**config.mk**
```make
export PLATFORM = sky130hd
export DESIGN_NAME = uri_stream_tokenizer
export DESIGN_NICKNAME = d
export VERILOG_FILES = /design/src/hw/rtl/urist_pkg.sv /design/src/hw/rtl/urist_apb.sv /design/src/hw/rtl/urist_parser.sv /design/src/hw/rtl/uri_stream_tokenizer.sv
export SDC_FILE = /design/constraint.sdc
export NUM_CORES = 1
export LEC_CHECK = 0
export ABC_AREA = 0
export ABC_CLOCK_PERIOD_IN_PS = 3600
export BUFFER_PORTS_ARGS = -buffer_cell sky130_fd_sc_hd__buf_2
export CORE_MARGIN = 2
export CORE_UTILIZATION = 51
export DETAILED_ROUTE_END_ITERATION = 16
export PLACE_DENSITY_LB_ADDON = 0.15
export SLEW_MARGIN = 5
export SYNTH_ARGS = -nofsm -noshare
export SYNTH_HDL_FRONTEND = slang
export SYNTH_HIERARCHICAL = 1
export SYNTH_SLANG_ARGS = --single-unit
```
**constraint.sdc**
```tcl
create_clock -name i_clk -period 3.6 [get_ports i_clk]
set_input_delay 0.36 -clock i_clk [delete_from_list [all_inputs] [get_ports i_clk]]
set_output_delay 0.36 -clock i_clk [all_outputs]
set_load 0.02 [all_outputs]
```
**src/hw/rtl/urist_pkg.sv**
```systemverilog
// urist_pkg: types, codes and character helpers for the uri stream tokenizer
// no dependencies; imported by every module of the block

package urist_pkg;

    // parse phases
    localparam logic [3:0] PH_SCHEME = 4'd0;
    localparam logic [3:0] PH_SLASH1 = 4'd1;
    localparam logic [3:0] PH_SLASH2 = 4'd2;
    localparam logic [3:0] PH_NAME1  = 4'd3;
    localparam logic [3:0] PH_NAME2  = 4'd4;
    localparam logic [3:0] PH_PORT   = 4'd5;
    localparam logic [3:0] PH_PATH   = 4'd6;
    localparam logic [3:0] PH_QNAME  = 4'd7;
    localparam logic [3:0] PH_QVAL   = 4'd8;
    localparam logic [3:0] PH_ERR    = 4'd9;

    // field kinds
    localparam logic [2:0] FK_SCHEME = 3'd0;
    localparam logic [2:0] FK_NAME1  = 3'd1;
    localparam logic [2:0] FK_HOST   = 3'd2;
    localparam logic [2:0] FK_PATH   = 3'd3;
    localparam logic [2:0] FK_QNAME  = 3'd4;
    localparam logic [2:0] FK_QVAL   = 3'd5;

    // marks
    localparam logic [1:0] MK_NONE   = 2'd0;
    localparam logic [1:0] MK_USER   = 2'd1;
    localparam logic [1:0] MK_VALUE  = 2'd2;
    localparam logic [1:0] MK_PAIR   = 2'd3;

    // escape stages
    localparam logic [1:0] ESC_NONE  = 2'd0;
    localparam logic [1:0] ESC_HIGH  = 2'd1;
    localparam logic [1:0] ESC_LOW   = 2'd2;

    // configuration
    localparam logic [15:0] RESET_DEFAULT_PORT = 16'd50000;
    localparam logic [15:0] PORT_MAX           = 16'hFFFF;
    localparam logic [2:0]  REG_DEFAULT_PORT   = 3'd0;

    // characters
    localparam logic [7:0] CH_COLON   = 8'h3A;
    localparam logic [7:0] CH_SLASH   = 8'h2F;
    localparam logic [7:0] CH_AT      = 8'h40;
    localparam logic [7:0] CH_QUEST   = 8'h3F;
    localparam logic [7:0] CH_PERCENT = 8'h25;
    localparam logic [7:0] CH_PLUS    = 8'h2B;
    localparam logic [7:0] CH_AMP     = 8'h26;
    localparam logic [7:0] CH_EQUALS  = 8'h3D;
    localparam logic [7:0] CH_SPACE   = 8'h20;
    localparam logic [7:0] CH_DOT     = 8'h2E;
    localparam logic [7:0] CH_UNDER   = 8'h5F;

    // one result beat
    typedef struct packed {
        logic        char_valid;
        logic [7:0]  char_out;
        logic [2:0]  field_kind;
        logic [1:0]  mark;
        logic        done_res;
        logic        parse_error;
        logic [15:0] port;
    } t_result;

    function automatic logic is_digit(input logic [7:0] b);
        is_digit = (b >= 8'h30) && (b <= 8'h39);
    endfunction

    function automatic logic is_alnum(input logic [7:0] b);
        is_alnum = is_digit(b) || ((b >= 8'h61) && (b <= 8'h7A))
                   || ((b >= 8'h41) && (b <= 8'h5A));
    endfunction

    function automatic logic is_name(input logic [7:0] b);
        is_name = is_alnum(b) || (b == CH_DOT) || (b == CH_UNDER);
    endfunction

    // non-hex characters count as zero
    function automatic logic [3:0] hex_nibble(input logic [7:0] b);
        logic [7:0] v;
        v = 8'd0;
        if (is_digit(b)) begin
            v = b - 8'h30;
        end else if ((b >= 8'h61) && (b <= 8'h66)) begin
            v = b - 8'h57;
        end else if ((b >= 8'h41) && (b <= 8'h46)) begin
            v = b - 8'h37;
        end
        hex_nibble = v[3:0];
    endfunction

    // letters of the scheme that needs no port
    function automatic logic [7:0] shm_char(input logic [1:0] idx);
        case (idx)
            2'd0:    shm_char = 8'h73;
            2'd1:    shm_char = 8'h68;
            2'd2:    shm_char = 8'h6D;
            default: shm_char = 8'h00;
        endcase
    endfunction

endpackage

```
**src/hw/rtl/urist_apb.sv**
```systemverilog
// urist_apb: configuration register file behind an apb-style port
// depends on urist_pkg

module urist_apb (
    input  logic        i_clk,
    input  logic        i_rst_n,
    input  logic        psel,
    input  logic        penable,
    input  logic        pwrite,
    input  logic [2:0]  paddr,
    input  logic [31:0] pwdata,
    output logic [31:0] prdata,
    output logic        pready,
    output logic [15:0] o_default_port
);
    import urist_pkg::*;

    logic [15:0] r_default_port;
    logic        w_wr;

    assign pready = 1'b1;
    assign w_wr   = psel && penable && pwrite && (paddr[2] == REG_DEFAULT_PORT[2]);

    // register write
    always_ff @(posedge i_clk) begin
        if (!i_rst_n) begin
            r_default_port <= RESET_DEFAULT_PORT;
        end else if (w_wr) begin
            r_default_port <= pwdata[15:0];
        end
    end

    // read back
    always_comb begin
        prdata = 32'd0;
        if (paddr[2] == REG_DEFAULT_PORT[2]) begin
            prdata = {16'd0, r_default_port};
        end
    end

    assign o_default_port = r_default_port;

endmodule

```
**src/hw/rtl/urist_parser.sv**
```systemverilog
// urist_parser: parse state registers and the per-byte step logic
// depends on urist_pkg

module urist_parser (
    input  logic               i_clk,
    input  logic               i_rst_n,
    input  logic               i_step,
    input  logic [7:0]         i_byte,
    input  logic               i_last,
    input  logic [15:0]        i_default_port,
    output urist_pkg::t_result o_res
);
    import urist_pkg::*;

    logic [3:0]  r_phase,   n_phase;
    logic [1:0]  r_match,   n_match;
    logic        r_sbad,    n_sbad;
    logic [15:0] r_port,    n_port;
    logic        r_given,   n_given;
    logic [1:0]  r_esc,     n_esc;
    logic [3:0]  r_hi,      n_hi;
    logic        r_err,     n_err;

    logic        w_cv;
    logic [7:0]  w_co;
    logic [2:0]  w_kind;
    logic [1:0]  w_mk;
    logic        w_bad;
    logic [19:0] w_prod;
    logic [15:0] w_port_out;

    // port accumulate: acc*10 + digit, saturating
    assign w_prod = {1'b0, r_port, 3'b000} + {3'b000, r_port, 1'b0}
                    + {16'd0, i_byte[3:0]};

    // step for one byte
    always_comb begin
        n_phase = r_phase;
        n_match = r_match;
        n_sbad  = r_sbad;
        n_port  = r_port;
        n_given = r_given;
        n_esc   = r_esc;
        n_hi    = r_hi;
        n_err   = r_err;
        w_cv    = 1'b0;
        w_co    = 8'd0;
        w_kind  = FK_SCHEME;
        w_mk    = MK_NONE;
        w_bad   = 1'b0;
        case (r_phase)
            PH_SCHEME: begin
                if (is_alnum(i_byte)) begin
                    w_cv = 1'b1;
                    w_co = i_byte;
                    if (!r_sbad && (r_match != 2'd3) && (i_byte == shm_char(r_match))) begin
                        n_match = r_match + 2'd1;
                    end else begin
                        n_sbad = 1'b1;
                    end
                    w_bad = i_last;
                end else if (i_byte == CH_COLON) begin
                    n_phase = PH_SLASH1;
                    w_bad   = i_last;
                end else begin
                    w_bad = 1'b1;
                end
            end
            PH_SLASH1: begin
                if (i_byte == CH_SLASH) begin
                    n_phase = PH_SLASH2;
                    w_bad   = i_last;
                end else begin
                    w_bad = 1'b1;
                end
            end
            PH_SLASH2: begin
                if (i_byte == CH_SLASH) begin
                    n_phase = PH_NAME1;
                end else begin
                    w_bad = 1'b1;
                end
            end
            PH_NAME1, PH_NAME2: begin
                if (is_name(i_byte)) begin
                    w_cv   = 1'b1;
                    w_co   = i_byte;
                    w_kind = (r_phase == PH_NAME1) ? FK_NAME1 : FK_HOST;
                    w_bad  = (r_phase == PH_NAME2) && i_last;
                end else if ((i_byte == CH_AT) && (r_phase == PH_NAME1)) begin
                    w_mk    = MK_USER;
                    n_phase = PH_NAME2;
                    w_bad   = i_last;
                end else if (i_byte == CH_COLON) begin
                    n_given = 1'b1;
                    n_phase = PH_PORT;
                    w_bad   = i_last;
                end else if (i_byte == CH_SLASH) begin
                    n_phase = PH_PATH;
                end else begin
                    w_bad = 1'b1;
                end
            end
            PH_PORT: begin
                if (is_digit(i_byte)) begin
                    n_port = (w_prod > {4'd0, PORT_MAX}) ? PORT_MAX : w_prod[15:0];
                    w_bad  = i_last;
                end else if (i_byte == CH_SLASH) begin
                    n_phase = PH_PATH;
                end else begin
                    w_bad = 1'b1;
                end
            end
            PH_PATH: begin
                if (i_byte == CH_QUEST) begin
                    n_phase = PH_QNAME;
                    w_bad   = i_last;
                end else begin
                    w_cv   = 1'b1;
                    w_co   = i_byte;
                    w_kind = FK_PATH;
                end
            end
            PH_QNAME, PH_QVAL: begin
                w_kind = (r_phase == PH_QNAME) ? FK_QNAME : FK_QVAL;
                if (r_esc == ESC_HIGH) begin
                    n_hi  = hex_nibble(i_byte);
                    n_esc = ESC_LOW;
                    w_bad = i_last;
                end else if (r_esc == ESC_LOW) begin
                    w_cv  = 1'b1;
                    w_co  = {r_hi, hex_nibble(i_byte)};
                    n_esc = ESC_NONE;
                    w_bad = i_last && (r_phase == PH_QNAME);
                end else if (i_byte == CH_PERCENT) begin
                    n_esc = ESC_HIGH;
                    w_bad = i_last;
                end else if ((r_phase == PH_QNAME) && (i_byte == CH_EQUALS)) begin
                    w_mk    = MK_VALUE;
                    n_phase = PH_QVAL;
                end else if ((r_phase == PH_QVAL) && (i_byte == CH_AMP)) begin
                    w_mk    = MK_PAIR;
                    n_phase = PH_QNAME;
                    w_bad   = i_last;
                end else begin
                    w_cv  = 1'b1;
                    w_co  = (i_byte == CH_PLUS) ? CH_SPACE : i_byte;
                    w_bad = i_last && (r_phase == PH_QNAME);
                end
            end
            default: begin
            end
        endcase
        if (w_bad) begin
            n_err   = 1'b1;
            n_phase = PH_ERR;
        end
    end

    // port reported on the final byte
    always_comb begin
        w_port_out = 16'd0;
        if (i_last && !n_err) begin
            if (n_given) begin
                w_port_out = n_port;
            end else if (!n_sbad && (n_match == 2'd3)) begin
                w_port_out = 16'd0;
            end else begin
                w_port_out = i_default_port;
            end
        end
    end

    // result beat
    always_comb begin
        o_res.char_valid  = w_cv;
        o_res.char_out    = w_co;
        o_res.field_kind  = w_cv ? w_kind : FK_SCHEME;
        o_res.mark        = w_mk;
        o_res.done_res    = i_last;
        o_res.parse_error = i_last && n_err;
        o_res.port        = w_port_out;
    end

    // state update, cleared after the final byte
    always_ff @(posedge i_clk) begin
        if (!i_rst_n || (i_step && i_last)) begin
            r_phase <= PH_SCHEME;
            r_match <= 2'd0;
            r_sbad  <= 1'b0;
            r_port  <= 16'd0;
            r_given <= 1'b0;
            r_esc   <= ESC_NONE;
            r_hi    <= 4'd0;
            r_err   <= 1'b0;
        end else if (i_step) begin
            r_phase <= n_phase;
            r_match <= n_match;
            r_sbad  <= n_sbad;
            r_port  <= n_port;
            r_given <= n_given;
            r_esc   <= n_esc;
            r_hi    <= n_hi;
            r_err   <= n_err;
        end
    end

endmodule

```
**src/hw/rtl/uri_stream_tokenizer.sv**
```systemverilog
// uri_stream_tokenizer: top level with input register, parser and result register
// depends on urist_pkg, urist_apb, urist_parser

// One URI byte enters per beat on the slave stream (tlast on its final byte) and one
// result beat leaves per input byte when the master side is ready. Throughput is one
// byte per cycle while the master is ready: the whole parse step sits between the input
// register and the result register, and parse state is updated in the same cycle.
// Each result carries the field character and its kind, delimiter marks, and on the
// final byte done (tlast), the error flag and the port. The default port register
// sits at address 0 of the apb port and may be written only while the block is idle.

module uri_stream_tokenizer (
    input  logic        i_clk,
    input  logic        i_rst_n,
    // slave stream
    input  logic        s_axis_tvalid,
    output logic        s_axis_tready,
    input  logic [7:0]  s_axis_tdata,   // [7:0] in_byte
    input  logic        s_axis_tlast,
    // master stream
    output logic        m_axis_tvalid,
    input  logic        m_axis_tready,
    output logic [31:0] m_axis_tdata,   // [7:0] char_out, [9:8] mark, [10] parse_error,
                                        // [26:11] port, [31:27] zero
    output logic [3:0]  m_axis_tuser,   // [0] char_valid, [3:1] field_kind
    output logic        m_axis_tlast,
    // configuration
    input  logic        psel,
    input  logic        penable,
    input  logic        pwrite,
    input  logic [2:0]  paddr,
    input  logic [31:0] pwdata,
    output logic [31:0] prdata,
    output logic        pready
);
    import urist_pkg::*;

    logic        r_in_vld;
    logic [7:0]  r_in_byte;
    logic        r_in_last;
    logic        r_out_vld;
    t_result     r_out;
    t_result     w_res;
    logic        w_adv;
    logic [15:0] w_default_port;

    // step when the result register is free or being drained
    assign w_adv         = r_in_vld && (!r_out_vld || m_axis_tready);
    assign s_axis_tready = !r_in_vld || w_adv;

    urist_apb u_apb (
        .i_clk          (i_clk),
        .i_rst_n        (i_rst_n),
        .psel           (psel),
        .penable        (penable),
        .pwrite         (pwrite),
        .paddr          (paddr),
        .pwdata         (pwdata),
        .prdata         (prdata),
        .pready         (pready),
        .o_default_port (w_default_port)
    );

    urist_parser u_parser (
        .i_clk          (i_clk),
        .i_rst_n        (i_rst_n),
        .i_step         (w_adv),
        .i_byte         (r_in_byte),
        .i_last         (r_in_last),
        .i_default_port (w_default_port),
        .o_res          (w_res)
    );

    // input register
    always_ff @(posedge i_clk) begin
        if (!i_rst_n) begin
            r_in_vld <= 1'b0;
        end else if (s_axis_tvalid && s_axis_tready) begin
            r_in_vld <= 1'b1;
        end else if (w_adv) begin
            r_in_vld <= 1'b0;
        end
    end

    always_ff @(posedge i_clk) begin
        if (s_axis_tvalid && s_axis_tready) begin
            r_in_byte <= s_axis_tdata;
            r_in_last <= s_axis_tlast;
        end
    end

    // result register
    always_ff @(posedge i_clk) begin
        if (!i_rst_n) begin
            r_out_vld <= 1'b0;
        end else if (w_adv) begin
            r_out_vld <= 1'b1;
        end else if (m_axis_tready) begin
            r_out_vld <= 1'b0;
        end
    end

    always_ff @(posedge i_clk) begin
        if (w_adv) begin
            r_out <= w_res;
        end
    end

    // master beat packing
    assign m_axis_tvalid = r_out_vld;
    assign m_axis_tdata  = {5'd0, r_out.port, r_out.parse_error, r_out.mark, r_out.char_out};
    assign m_axis_tuser  = {r_out.field_kind, r_out.char_valid};
    assign m_axis_tlast  = r_out.done_res;

endmodule
```
==> run metrics <==
DRC viols=0; nets=809; layout cells sized above 1=0.223; worst-skew pair later-pin latency=0.35 ns; Final Max Tran Viols=0; setup TNS after final layout=0 ns; routed len/inst=17.1 um; final setup vio count=0; Post-DRT Antenna Nets=0; antenna violations before repair=0; ANT cells=0; slowest stage delay, CP=0.55 ns; global route overflow=0; Crit path max-delay family=compound AO/OA/AOI/OAI gates; FF+latch count, synth=90; final worst path period need=between 3 and 4 ns; PD cells=352 nW/um2; core area=11900 um2; DRT Pass-1 Iters=5; Slew headroom=0.372; worst slew pin tran=0.941 ns; placed insts=between 800 and 900; RSZ-0062 raised after global routing=no; CTS root buf=clkbuf_16; Max Clk Rate=approximately 0.3 GHz; Synth Instances=642; CP Data Arrival Time=3.64 ns; Worst Min Path Start=s_axis_tdata[0]; CP Class=flip-flop to flip-flop; worst reg2reg path startpoint=r_in_byte[3]; Hold WC Path Type=primary input to flip-flop; Synth cell types=90; R2R depth=10; area added between synthesis and finish=12.5%; DPL Wire Length=between 10 and 15 mm; reg-to-reg critical path endpoint=u_parser/r_port[0]; vias per cell=5.80; row count=40; Initial Util=0.517; Post-synth EDFFs=41; Syn Area/Cell=9.60 um2; Tot GR Track Use=0.235; # IOs=between 100 and 150; IO buf count=between 80 and 90; global-route wire length before repair=approximately 24 mm; CTS tree=yes; multi-input logic area=3590 um2; Placer Congestion=0.897; crit path launch=r_in_byte[3]; Bufs and invs on worst path=1; Vias=5031; max-cap violations=0; Die Span X=114 um; flip-flop and latch area=2210 um2; fill count=1063; fin crit share=0.950; Max IR drop VDD=around 250 uV; clock sinks=90; endpoints failing hold=0; status=finished clean; crit path capture type=flip-flop; startpoint class of the critical path=flip-flop; critical-path cell list=fa_1 -> ha_1 -> a211oi_1 -> o21ai_0 -> a31o_2 -> a311oi_1 -> o31ai_1 -> a2111oi_4 -> buf_12 -> a21oi_1; Chip Height=114 um; P_leak=0.00286 uW; number of global-route vias before repair=4861; CP max FO=16; Post-Layout Cell Count=868; largest net degree at the start of global routing=37; Die ar.=13000 um2; asr flop ratio synth=0; hold path depth=1; Cell Area, Synth=around 6200 um2; Synth Warn #=6; total CTS buffers=9; WHS Endpoint=r_in_byte[0]; top_reg_cell synth=dfxtp_1; Reg clk slew, reported paths=0.06 ns; post-synthesis sequential area ratio=0.359; Routed WL=14.9 mm; CP max stage cell=fa_1; CTS max path bufs=2; R2R Setup Slk=0.18 ns; initial drt markers=367; CP required=3.82 ns; Clock Skews=0.00891 ns; H-tree depth=3
## layout by cell type (no fill, tap or decap), types with 7 or more instances in the layout
cell        n
a211oi_1    7
a21oi_1    49
buf_2      82
buf_4      18
clkbuf_16   9
conb_1     22
dfxtp_1    49
edfxtp_1   41
ha_1       40
inv_1      21
mux2i_1    24
nand2_1    50
nand3_1    12
nor2_1     45
nor2b_1    29
o21ai_0    41
o2bb2ai_1   7
o2bb2ai_2   9
xnor2_1     8
xor2_1      7
## registers in the layout, summed over array words and instances (netlist names)
register / flops
m_axis_tlast: 1
u_parser/r_sbad: 1
u_parser/r_port: 16
u_apb/o_default_port: 16
u_parser/r_phase: 4
r_in_last: 1
u_parser/r_given: 1
u_parser/r_esc: 2
u_parser/r_match: 2
u_parser/r_hi: 4
r_in_byte: 8
r_in_vld: 1
m_axis_tvalid: 1
m_axis_tdata: 27
m_axis_tuser: 4
u_parser/r_err: 1
## power breakdown
| part | leakage (uW) | switching (uW) | internal [uW] |
|---|---|---|---|
| Clock | 0.000147 | 396 | 560 |
| Combinational | 0.00192 | 213 | 128 |
| Sequential | 0.000790 | 37.5 | 1110 |
| Total | 0.00286 | 647 | 1800 |
## what timing repair did
action / 4_1_cts / 5_1_grt
hold buffers: 0 / 0
setup endpoints to repair: 0 / 23
setup buffers: 0 / 2
gates resized for setup: 0 / 3
## worst max-delay path by stage
stage	endpoint	slack [ns]	cells after the start
2_1_floorplan	u_parser/r_port[10]	0.02	9
3_3_place_gp	u_parser/r_port[0]	0.15	11
3_5_place_dp	u_parser/r_port[15]	0.10	11
4_1_cts	u_parser/r_port[15]	0.05	11
5_1_grt	u_parser/r_port[2]	0.01	11
6_report	u_parser/r_port[0]	0.18	10
## worst reg2reg max path, cell delays in order, from the launching register on
cell and delay [ns]:
edfxtp_1 0.42, fa_1 0.55, ha_1 0.33, a211oi_1 0.26, o21ai_0 0.18, a31o_2 0.30
a311oi_1 0.42, o31ai_1 0.18, a2111oi_4 0.39, buf_12 0.19, a21oi_1 0.08
## logic make-up after synthesis
family / count (synthesis) / share of synthesized area
flops: 90 / 0.359
xor+xnor: 15 / 0.0213
compound gates: 181 / 0.218
other cells: 3 / 0.00183
fa+ha+maj: 42 / 0.0877
simple gates: 209 / 0.200
mux: 24 / 0.0390
buf+inv: 78 / 0.0735
## synthesized netlist by cell type, types with 8 or more instances
cell / instances / area share
dfxtp_1: 49 / 0.16
xnor2_1: 8 / 0.011
nor2_1: 45 / 0.027
nand2_1: 50 / 0.030
inv_1: 21 / 0.013
clkbuf_1: 18 / 0.011
buf_4: 28 / 0.034
nor2b_1: 30 / 0.030
ha_1: 40 / 0.081
mux2i_1: 24 / 0.039
edfxtp_1: 41 / 0.20
a21oi_1: 51 / 0.041
o21ai_0: 42 / 0.034
o2bb2ai_2: 9 / 0.022
nand3_1: 12 / 0.0097
## area by class of cell
type	instances	area share
clock buffers	12	0.0356
clock inverters	4	0.00758
inverters	21	0.0114
multi-input cells	493	0.518
flip-flops and latches	90	0.319
well taps	147	0.0265
repair buffers	101	0.0816
## metrics by stage
stage	hold slack (ns)	cell area [um2]	setup slack [ns]	power, uW	util
after floorplan	0.444	6230	0.0246	1420	-
after detailed placement	0.466	6610	0.103	1510	0.555
final	0.183	6930	0.181	2440	0.582
after global routing	0.171	6930	0.0115	2530	0.582
after CTS	0.172	6910	0.0545	2460	0.580
after global placement	0.456	6610	0.152	1500	0.555
## routing by layer
metal  track usage  wire length, um  vias to the layer above
li1              -                -                     2462
met1         0.327             7040                     2364
met2         0.358             6750                      188
met3        0.0547              886                       17
met4        0.0837              194                        0
met5             0                0                        -
Note: power is estimated with default switching activity, not from simulation.
